<file path="src/sv/lvd_pkg.sv">
// Shared types and constants for the Levinson-Durbin coefficient block.
package lvd_pkg;

  // Width of the order field carried from front to back (orders up to 127)
  localparam int ORDER_W = 7;
  // Divider: |num| * 128 over a 31-bit energy
  localparam int DIVIDEND_W = 71;
  localparam int DIVISOR_W = 31;
  localparam int DIV_CNT_W = 7;

  typedef struct packed {
    logic signed [31:0] sample;
    logic               final_req;
  } in_t;

  typedef struct packed {
    logic signed [31:0] coefficient;
    logic [5:0]         position;
    logic               end_of_set;
    logic               singular;
  } out_t;

  // Solve job handed from the front to the back
  typedef struct packed {
    logic               valid;
    logic [ORDER_W-1:0] order;
  } job_t;

  typedef enum logic [4:0] {
    B_IDLE,
    B_LOAD0,
    B_MSTART,
    B_MBASE,
    B_DOT_RD,
    B_DOT_MUL,
    B_DOT_ACC,
    B_DIV_START,
    B_DIV_WAIT,
    B_UPD_RD,
    B_UPD_MUL,
    B_UPD_WR,
    B_TAIL,
    B_EN_FACT,
    B_EN_MUL,
    B_EN_SHIFT,
    B_OUT_RD,
    B_OUT_EMIT
  } back_state_t;

endpackage

</file>
<file path="src/sv/lvd_front.sv">
// Front end: takes sample beats, stores them, queues a solve job on the final beat of a set of two or more.
module lvd_front #(
  parameter int MAX_ORDER = 32,
  localparam int CDEPTH = MAX_ORDER + 1,
  localparam int CAW = $clog2(CDEPTH),
  localparam int CNTW = $clog2(MAX_ORDER + 2)
) (
  input  logic                clk,
  input  logic                rst,
  input  logic                start,
  input  lvd_pkg::in_t        item,
  output logic                busy,
  input  logic                back_busy,
  output logic                corr_we,
  output logic [CAW-1:0]      corr_waddr,
  output logic [31:0]         corr_wdata,
  output lvd_pkg::job_t       job,
  input  logic                job_pop
);

  logic [CNTW-1:0]                 load_count;
  logic                            accept;
  logic [lvd_pkg::ORDER_W-1:0]     order_next;

  // hold off while a job waits or the back end is solving
  assign busy   = job.valid | back_busy;
  assign accept = start & ~busy;

  assign corr_we    = accept && (load_count < CNTW'(CDEPTH));
  assign corr_waddr = load_count[CAW-1:0];
  assign corr_wdata = item.sample;

  // order of the set: stored count less one, capped by the store depth
  assign order_next = (load_count < CNTW'(CDEPTH)) ? lvd_pkg::ORDER_W'(load_count)
                                                   : lvd_pkg::ORDER_W'(MAX_ORDER);

  always_ff @(posedge clk) begin
    if (rst) begin
      load_count <= '0;
      job.valid  <= 1'b0;
    end else begin
      if (job_pop) begin
        job.valid <= 1'b0;
      end
      if (accept) begin
        if (item.final_req) begin
          load_count <= '0;
          job.order  <= order_next;
          if (order_next != '0) begin
            job.valid <= 1'b1;
          end
        end else if (load_count < CNTW'(CDEPTH)) begin
          load_count <= load_count + 1'b1;
        end
      end
    end
  end

endmodule

</file>
<file path="config.mk">
export PLATFORM = sky130hd
export DESIGN_NAME = lvd_front
export DESIGN_NICKNAME = d
export VERILOG_FILES = /design/src/sv/lvd_pkg.sv /design/src/sv/lvd_front.sv
export SDC_FILE = /design/constraint.sdc
export NUM_CORES = 1
export LEC_CHECK = 0
export ABC_AREA = 1
export BUFFER_PORTS_ARGS = -buffer_cell sky130_fd_sc_hd__buf_2
export CORE_MARGIN = 3
export CORE_UTILIZATION = 37
export DETAILED_ROUTE_END_ITERATION = 6
export GPL_TIMING_DRIVEN = 0
export HOLD_SLACK_MARGIN = 0.15
export PLACE_DENSITY = 0.82
export SYNTH_ARGS = -nofsm -noshare
export SYNTH_HDL_FRONTEND = slang
export SYNTH_SLANG_ARGS = --single-unit
</file>
<file path="constraint.sdc">
create_clock -name clk -period 1.83 [get_ports clk]
set_input_delay 0.0915 -clock clk [delete_from_list [all_inputs] [get_ports clk]]
set_output_delay 0.0915 -clock clk [all_outputs]
set_load 0.005 [all_outputs]
</file>
==> metrics.cfg <==
[global_route]
grt_overflow_total=0
track_usage_pct=13.90
grt_pass1_vias=868
grt_max_degree=9
antenna_found_initial=0
grt_pass1_wl_um=3539

[run_status]
status=finished, final reports clean

[critical_path]
crit_required_ns=1.74
cp.arrival_ns=1.53
worstSetupPathType=register to output port
end_kind=output port
worstSetupStartpointType=register
r2r_setup_slack_ns=0.38
crit_fanout=6

[sta]
hold_viol_final=0
fmax_mhz=617.9
setup-violations-final=0
rsz0062_at_grt=no
drv_slew=0
finClkSkew_ns=0.005064
fin_crit_ns=1.618
post-route-period-util_pct=88.44
timing.final.ws_setup_ns=0.2116
final.setup.tns_ns=0

[clock_network]
cts.path.max_buffers=2
path_clk_slew_ns=0.08
htreeDepth=1
insertion_delay_ns=0.28
cts.sinks=13
cts_resized=0
cts_tree=done
ctsRootBufferMaster=clkbuf_4
cts_setup_buffers=0
cts_buffers=3

[synthesis]
yosys_warnings=0
synth-compound-area-share_pct=4.063
synth.area.top_cells=buf_4, edfxtp_1, dfxtp_1
synth_cells=119
muxShareOfSynthArea_pct=0
ys_ff_latch=13
synth_simple_gate_area_share_pct=24.64
seq_area_frac_synth_pct=33.55
synth_nets=159
yosysTopAreaCell=buf_4
synth_xor_area_share_pct=0.9174
synth_top_area_share_pct=27.52
synthAdderAreaFrac_pct=2.621
syn_area_um2=954.7
synth_top_family_by_area=buffers and inverters
syn_area_per_cell_um2=8.022
ys_types=22

[die]
die-width_um=56.80
coreArea_mm2=0.002318
dieHeight_um=56.80
io_pins=86
start_util_pct=41.18
die_area_mm2=0.003226
row_count=17

[placement]
gp_congestion=0.8937
hpwl_um=1966
dp_slack_ns=0.3962
port_buffers=52

[pwr]
power.leakage_nw=0.7531
pwr_density_cell_mw_per_mm2=489.7
ir_drop_uv=309.2

[cells_and_area]
drive_above_1_share_pct=57.06
num-fill-cells=221
synthToLayoutAreaGrowth_pct=35.78
final-seq-area_um2=320.3
nets=218
multiInputGateArea_um2=311.5
antenna_cells=0

[min_path]
hold_path_class=primary input to register

[detailed_routing]
antenna_left=0
first_iter_violations=19
wl_per_cell_um=10.99
detail_route.drc_violations=0
dr.pass1.iters=4
vias=881
vias_per_cell=4.298
drt-total-wl_um=2252

[job]
maxCapViolCount=0

[cells in the mapped netlist (all sizes together)]
library cell and number:
ha 2, edfxtp 6, xor2 1, nand2 24, conb 1, nand4 4, o21ai 1, nor2 10
clkbuf 1, dfxtp 7, or2 1, nor3 1, inv 15, nand3 4, buf 35, a21oi 6
[per-stage QoR]
step	power (mW)	util, %	instance area, um^2	cells	hold slack [ns]
2_1_floorplan	0.4074	-	954.7	119	0.1606
3_3_place_gp	0.4600	53.91	1250	199	0.2907
3_5_place_dp	0.4623	53.91	1250	199	0.3000
4_1_cts	0.6433	55.91	1296	205	0.1534
5_1_grt	0.6729	55.91	1296	205	0.1918
6_report	0.6348	55.91	1296	205	0.1537
[report_power, final]
| group | total, mW | switching [mW] | internal, mW |
|---|---|---|---|
| Clock | 0.177 | 0.0922 | 0.0846 |
| Sequential | 0.309 | 0.00351 | 0.306 |
| Combinational | 0.148 | 0.0578 | 0.0907 |
[logic make-up after synthesis]
kind of cell,count (synthesis)
fa+ha+maj,2
simple gates,44
xor+xnor,1
buf+inv,51
flops,13
compound gates,7
other cells,1
[worst max-delay path, cell delays in order, from the launching register on]
cell	delay, ns
dfxtp_1	0.44
inv_1	0.11
ha_1	0.21
inv_1	0.05
nor2_1	0.04
nand2_2	0.08
nand2_4	0.07
nand2_4	0.09
inv_2	0.03
buf_2	0.11
[placed cells by master (no fill, tap or decap), types with 3 or more instances in the layout]
master,n
nand2_4,3
edfxtp_1,6
nand4_1,4
buf_4,35
nand3_1,4
buf_2,52
nor2_1,7
nand2_1,19
clkbuf_4,3
dfxtp_1,7
inv_1,14
a21oi_1,5
[sequential cells by signal, indices dropped and copies added (netlist names)]
signal,flops
job,7
corr_waddr,6
[per-layer routing]
layer / track usage, % / vias up / share of wire, %
li1: - / 449 / -
met1: 14.66 / 367 / 36
met2: 26.40 / 60 / 52
met3: 3.218 / 5 / 9.7
met4: 4.967 / 0 / 1.5
met5: 0 / - / 0
[worst paths after layout]
path                                     from       endpoint  cells past startpoint
worst max-delay path            corr_waddr[0]        corr_we                      9
worst min-delay path                  item[0]  corr_waddr[3]                      4
worst max register to register  corr_waddr[0]  corr_waddr[2]                      9
worst min register to register         job[7]         job[7]                      2
[layout make-up]
class,count,area share [%]
flip-flops and latches,13,24.71
multi-input cells,55,24.03
repair buffers,54,21.62
plain buffers,36,20.56
inverters,15,4.344
well taps,28,2.703
clock buffers,4,2.027
[repair_timing]
action,4_1_cts,5_1_grt
hold buffers,2,0
hold endpoints to repair,5,0
endpoints found under the setup margin,0,0
Power figures use the tool's default switching activity.
