**config.mk**
```make
export PLATFORM = sky130hd
export DESIGN_NAME = lvd_ram
export DESIGN_NICKNAME = d
export VERILOG_FILES = /design/src/sv/lvd_ram.sv
export SDC_FILE = /design/constraint.sdc
export NUM_CORES = 1
export LEC_CHECK = 0
export BUFFER_PORTS_ARGS = -buffer_cell sky130_fd_sc_hd__buf_2
export CAP_MARGIN = 20
export CORE_UTILIZATION = 60
export CTS_BUF_LIST = sky130_fd_sc_hd__clkbuf_2
export DETAILED_ROUTE_END_ITERATION = 8
export MAX_ROUTING_LAYER = met4
export PLACE_DENSITY = 0.77
export SKIP_LAST_GASP = 1
export SYNTH_ARGS = -nofsm -noshare
export SYNTH_HDL_FRONTEND = slang
export SYNTH_SLANG_ARGS = --single-unit
```
**constraint.sdc**
```tcl
create_clock -name clk -period 7.39 [get_ports clk]
set_input_delay 1.8475 -clock clk [delete_from_list [all_inputs] [get_ports clk]]
set_output_delay 1.8475 -clock clk [all_outputs]
set_load 0.05 [all_outputs]
```
**src/sv/lvd_ram.sv**
```systemverilog
// Generic single-write, single-read RAM with registered read data.
module lvd_ram #(
  parameter int WIDTH = 32,
  parameter int DEPTH = 32,
  localparam int AW = (DEPTH > 1) ? $clog2(DEPTH) : 1
) (
  input  logic             clk,
  input  logic             we,
  input  logic [AW-1:0]    waddr,
  input  logic [WIDTH-1:0] wdata,
  input  logic [AW-1:0]    raddr,
  output logic [WIDTH-1:0] rdata
);

  logic [WIDTH-1:0] mem [DEPTH];

  always_ff @(posedge clk) begin
    if (we) begin
      mem[waddr] <= wdata;
    end
    rdata <= mem[raddr];
  end

endmodule

```
==> summary.md, run 1 <==
| Metric | Value |
|---|---|
| Slowest CP cell | dfxtp_1 |
| Initial DRC count | 2,681 |
| Worst min-delay path category | reg -> reg |
| Delay-heaviest family, CP | flip-flops |
| Layout Cells excl Fill | 3,563 |
| Crit path cell chain | buf_2 |
| Multi-input gate area | 8610 µm² |
| Outcome | complete, no violations |
| # fillers | 4,357 |
| Clock Sink Count | 1,056 |
| Final Hold Viols | 0 |
| Max incr delay on CP | 0.40 ns |
| GPL Wtd Cong | 0.831 |
| Syn-to-layout area delta | 9.09% |
| Port Buf Inserts | 75 |
| Post-route ant nets | 0 |
| Uppermost layer routed | met4 |
| Hold buffers post-CTS | 0 |
| Die W | 262 µm |
| Vias in the first global route | 22,133 |
| Fin crit period | 4.08 ns |
| Syn_area_per_cell | 17.9 µm² |
| Post-synth EDFFs | 1,024 |
| Worst path required time | 5.54 ns |
| Met1 WL | 37,300 µm |
| Clock Pin Slew Worst Setup and Hold Paths | 0.12 ns |
| Largest net degree at the start of global routing | 140 |
| Fmax | 0.245 GHz |
| Seq/Total Area, Yosys | 0.775 |
| Syn_nets | 2,304 |
| Final core occ | 0.667 |
| GRT Overall Usage | 0.291 |
| Num rows | 94 |
| Leakage | 0.0159 µW |
| Relative slew slack | 0.141 |
| Most frequent cells in the layout | 1,024 x edfxtp_1, 512 x mux2i_1, 374 x clkbuf_2 |
| Unrepaired setup endpoints after global routing | false |
| Peak VDD IR | 0.000118 V |
| DR WL met2 | 47,300 µm |
| Routed WL per cell | 26.7 µm |
| Initial antenna violation count | 3 |
| Syn. warnings | 0 |
| Endpoints failing setup | 0 |
| Clk buf depth | 3 |
| Initial Utilization | 0.611 |
| CTS root buf | clkbuf_2 |
| Final Cycle Share | 0.553 |
| Number of top-level pins | 76 |
| Cells after DPL | 3,117 |
| Cell Pwr Density | 250 nW/µm² |
| Slew @ Worst Pin | 1.29 ns |
| Primary FF master, synth | edfxtp_1 |
| Pins over their slew limit | 0 |
| Layout cells sized above 1 | 0.205 |
| Most common cell after layout, fill and taps aside | edfxtp_1 |
| Clk Latency, worst-skew pair | 1.53 ns |
| Post-CTS setup buffer count | 0 |
| HPWL Detailed | 50,700 µm |
| DIE HEIGHT | 262 µm |
| Final WL | 95,300 µm |
| Post-cts resize count | 0 |
| Htree depth | 4 |
| #FFs+latches synth | 1,056 |
| CTS tree | yes |
| Drt first pass iters | 6 |
| Setup Skew | 0.108 ns |
| Mapped cell area | 40,500 µm² |
| Final cell area excluding filler cells | 44,200 µm² |
| First-pass GRT wire length | 138,000 µm |
| Via count | 22,235 |
| Final net count | 2,534 |
| Max-cap violation count | 0 |
| WL met3 | 8450 µm |
| Cells after Synth | 2,260 |
| Register area | 31,400 µm² |
| Remaining DRCs | 0 |
| WP buf/inv | 1 |
| Final TNS setup | 0 ns |
| Core area | 66,200 µm² |
| Die area | 68,500 µm² |
| Gr ovfl total | 0 |
| Vias per cell | 6.24 |
| CP Capture Type | primary output |
| CTS Buf Count | 234 |
| Worst EP arrival | 2.24 ns |
| Crit path kind | reg -> out |
| DP Area | 41,900 µm² |
| Type of origin of the critical path | register |
| Async SR Flop Fraction | 0 |
| Cell variety after synth | 25 |
| Crit path max fanout | 1 |
[cell type report]
type,instances,share of cell area
diodes,9,0.000510
clock buffers,374,0.0424
clock inverters,62,0.00816
multi-input cells,1077,0.195
flip-flops and latches,1056,0.711
well taps,864,0.0245
repair buffers,121,0.0188
[cell families after synthesis]
logic type      count (synthesis)  synth area share
compound gates                288            0.0485
flops                        1056             0.775
simple gates                  277            0.0310
mux                           512             0.127
buf+inv                       127            0.0186
[Yosys cell counts (all sizes together), types with 2 or more instances]
library cell     n  area share
a21oi           96       0.012
a22o            64       0.014
a22oi           96       0.018
a31oi           32      0.0049
buf             79       0.014
clkbuf          48      0.0046
dfxtp           32       0.016
edfxtp        1024        0.76
mux2i          512        0.13
nand2           98      0.0091
nand2b           2     0.00031
nand3           98       0.012
nand3b           5     0.00093
nor2            34      0.0032
nor3            32      0.0040
or3b             3     0.00065
[stage by stage]
| stage | setup slack (ns) | hold WS [ns] | power (µW) |
|---|---|---|---|
| after CTS | 3.20 | 0.593 | 11100 |
| after detailed placement | 2.85 | 0.587 | 7500 |
| final | 3.31 | 0.591 | 11000 |
| after global placement | 2.95 | 0.579 | 7480 |
| after global routing | 3.20 | 0.632 | 11400 |
| after floorplan | 3.11 | 0.553 | 7230 |
[registers in the layout, indices dropped and copies added (netlist names)]
name / flops
mem: 1024
rdata: 32
[path summary, 6_finish.rpt]
path / startpoint / to / slack (ns) / cells after the start
max reg2reg: mem[7][14] / rdata[14] / 5.79 / 5
min: mem[16][0] / rdata[0] / 0.59 / 4
max: rdata[4] / rdata[4] / 3.31 / 1
min reg2reg: mem[16][0] / rdata[0] / 0.59 / 4
[worst min-delay path, cell delays in order, from the launching register on]
cell and delay [ns]:
edfxtp_1 0.33, mux2i_1 0.06, nand2_1 0.06, a31oi_1 0.08
nand3_1 0.07
[metal layers]
layer	up-vias	GRT usage
li1	9638	-
met1	11203	0.375
met2	1224	0.465
met3	170	0.0585
met4	0	0.0996
met5	-	-
[power by group]
group,internal (µW),switching (µW)
sequential,6650,31.5
clock,1480,2190
combinational,198,491
total,8320,2710
Note: power is estimated with default switching activity, not from simulation.
==> run 2: changes to the inputs <==
Clock period 7.39 ns to 4.1 ns, I/O delays scaled along.
==> summary.md, run 2 (synthesized netlist as in run 1, its figures left out) <==
| Metric | Value |
|---|---|
| Largest net degree at the start of global routing | 85 (was 140) |
| Register area | 31,400 µm² (unchanged) |
| Crit path max fanout | 1 (unchanged) |
| Leakage | 0.0163 µW (was 0.0159 µW) |
| DIE HEIGHT | 262 µm (unchanged) |
| Clock group share of total power | 0.329 (was 0.332) |
| Delay-heaviest family, CP | flip-flops (unchanged) |
| Cells after DPL | 3,168 (was 3,117) |
| First-pass GRT wire length | 139,000 µm (was 138,000 µm) |
| Final Hold Viols | 0 (unchanged) |
| HPWL Detailed | 55,200 µm (was 50,700 µm) |
| Peak VDD IR | 0.000241 V (was 0.000118 V) |
| Num rows | 94 (unchanged) |
| Sink of the worst hold path | rdata[7] (was rdata[0]) |
| Clock Sink Count | 1,056 (unchanged) |
| Drt first pass iters | 7 (was 6) |
| Worst EP arrival | 2.33 ns (was 2.24 ns) |
| Cell Pwr Density | 442 nW/µm² (was 250 nW/µm²) |
| Port Buf Inserts | 75 (unchanged) |
| Switching pwr | 4940 µW (was 2710 µW) |
| Crit path kind | reg -> out (unchanged) |
| Multi-input gate area | 8610 µm² (unchanged) |
| Register with the most flip-flops | mem (unchanged) |
| Combinational fraction of design power | 0.066 (was 0.062) |
| Hold slack | 0.180 ns (was 0.591 ns) |
| CP Capture Type | primary output (unchanged) |
| Routed WL per cell | 25.8 µm (was 26.7 µm) |
| Unrepaired setup endpoints after global routing | false (unchanged) |
| Most common cell after layout, fill and taps aside | edfxtp_1 (unchanged) |
| Htree depth | 4 (unchanged) |
| Slowest CP cell | dfxtp_1 (unchanged) |
| Via count | 22,204 (was 22,235) |
| Fin crit period | 3.36 ns |
| WP buf/inv | 1 (unchanged) |
| Layout Cells excl Fill | 3,641 (was 3,563) |
| Biggest regs | mem (1024), rdata (32) (unchanged) |
| R2R Path Start | mem[3][23] (was mem[7][14]) |
| Switching Share | 0.248 (was 0.246) |
| Clk buf depth | 3 (unchanged) |
| Final TNS setup | 0 ns (unchanged) |
| Met1 WL | 36,000 µm (was 37,300 µm) |
| Initial antenna violation count | 3 (unchanged) |
| Outcome | complete, no violations (unchanged) |
| Max incr delay on CP | 0.53 ns (was 0.40 ns) |
| Type of origin of the critical path | register (unchanged) |
| Hold Path Origin | raddr[1] (was mem[16][0]) |
| GRT Overall Usage | 0.290 (was 0.291) |
| Final Cycle Share | 0.819 |
| CTS Buf Count | 236 (was 234) |
| Initial Utilization | 0.611 (unchanged) |
| Most frequent cells in the layout | 1,024 x edfxtp_1, 512 x mux2i_1, 362 x clkbuf_2 (was 1,024 x edfxtp_1, 512 x mux2i_1, 374 x clkbuf_2) |
| DR WL met2 | 46,400 µm (was 47,300 µm) |
| Syn-to-layout area delta | 11.4% (was 9.09%) |
| # fillers | 4,259 (was 4,357) |
| WHS Path Cells | 5 (was 4) |
| WL met3 | 8330 µm (was 8450 µm) |
| Register-to-Register Setup Slack | 2.61 ns (was 5.79 ns) |
| Die area | 68,500 µm² (unchanged) |
| CTS tree | yes (unchanged) |
| Endpoints failing setup | 0 (unchanged) |
| Power Internal | 15,000 µW (was 8320 µW) |
| Clock Pin Slew Worst Setup and Hold Paths | 0.10 ns (was 0.12 ns) |
| Uppermost layer routed | met4 (unchanged) |
| CTS root buf | clkbuf_2 (unchanged) |
| Pins over their slew limit | 0 (unchanged) |
| Fmax | 0.298 GHz |
| Relative slew slack | 0.339 (was 0.141) |
| Layout cells sized above 1 | 0.215 (was 0.205) |
| Post-route ant nets | 0 (unchanged) |
| Remaining DRCs | 0 (unchanged) |
| Gr ovfl total | 0 (unchanged) |
| Slew @ Worst Pin | 0.988 ns (was 1.29 ns) |
| Largest register FFs | 1,024 (unchanged) |
| Post-CTS setup buffer count | 0 (unchanged) |
| Setup Skew | 0.153 ns (was 0.108 ns) |
| Worst Reg2Reg Path Length in Cells | 5 (unchanged) |
| Clk Latency, worst-skew pair | 1.51 ns (was 1.53 ns) |
| Crit path cell chain | buf_2 (unchanged) |
| Max-cap violation count | 0 (unchanged) |
| Worst path required time | 3.07 ns (was 5.54 ns) |
| Initial DRC count | 2,609 (was 2,681) |
| FF-to-FF End | rdata[23] (was rdata[14]) |
| Die W | 262 µm (unchanged) |
| GPL Wtd Cong | 0.870 (was 0.831) |
| Vias in the first global route | 22,494 (was 22,133) |
| Vias per cell | 6.10 (was 6.24) |
| Final WL | 94,000 µm (was 95,300 µm) |
| Sequential power share | 0.606 (was 0.605) |
| Number of top-level pins | 76 (unchanged) |
| Worst min-delay path category | in -> reg (was reg -> reg) |
| Final net count | 2,620 (was 2,534) |
| Core area | 66,200 µm² (unchanged) |
==> run 2: cell types whose count changed in the layout (fill, tap and decap cells not counted) <==
cell           change
bufinv_16          -1
buf_4             +32
inv_6              +3
clkbuf_2          -12
clkinv_4           +3
clkinv_2           +2
dlygate4sd3_1     +34
buf_12            +18
clkinv_1           +5
diode_2            -6
==> run 2: power groups by stage <==
stage	sequential, µW	combinational (µW)	clock (µW)
5_1_grt	12100	1380	7170
4_1_cts	12100	1300	6660
6_report	12100	1310	6540
2_1_floorplan	12400	620	0
3_5_place_dp	12300	1270	0
3_3_place_gp	12300	1240	0
==> run 2: layout make-up <==
| cell class | count | area share |
|---|---|---|
| Sequential cell | 1056 | 0.696 |
| Multi-Input combinational cell | 1077 | 0.191 |
| Clock buffer | 362 | 0.0402 |
| Timing Repair Buffer | 205 | 0.0393 |
| Tap cell | 864 | 0.0240 |
| Clock inverter | 74 | 0.00913 |
| Antenna cell | 3 | 0.000167 |
==> run 2: worst max path at each step <==
stage | startpoint | endpoint | slack (ns) | depth (start not counted)
floorplan | waddr[1] | mem[12][0] | 0.64 | 3
global placement | raddr[2] | rdata[24] | 0.92 | 7
detailed placement | raddr[2] | rdata[24] | 0.85 | 6
CTS | rdata[9] | rdata[9] | 0.61 | 1
global route | rdata[14] | rdata[14] | 0.64 | 1
finish | rdata[13] | rdata[13] | 0.74 | 1
==> run 2: metrics by stage <==
stage	setup WS, ns	instance area (µm²)	total power, µW	util
global route	0.638	45100	20600	0.681
CTS	0.606	45100	20000	0.681
floorplan	0.641	40500	13000	-
global placement	0.919	42500	13500	0.642
detailed placement	0.849	42500	13600	0.642
finish	0.743	45100	19900	0.681
==> run 2: repair_timing <==
action,4_1_cts,5_1_grt
resized for setup,0,0
hold buffers,34,0
endpoints found under the hold margin,830,0
==> run 2: layer usage <==
layer  track usage  vias up
met4         0.135        0
met3        0.0568      199
li1              -     9792
met1         0.369    10988
met5             -        -
met2         0.453     1225
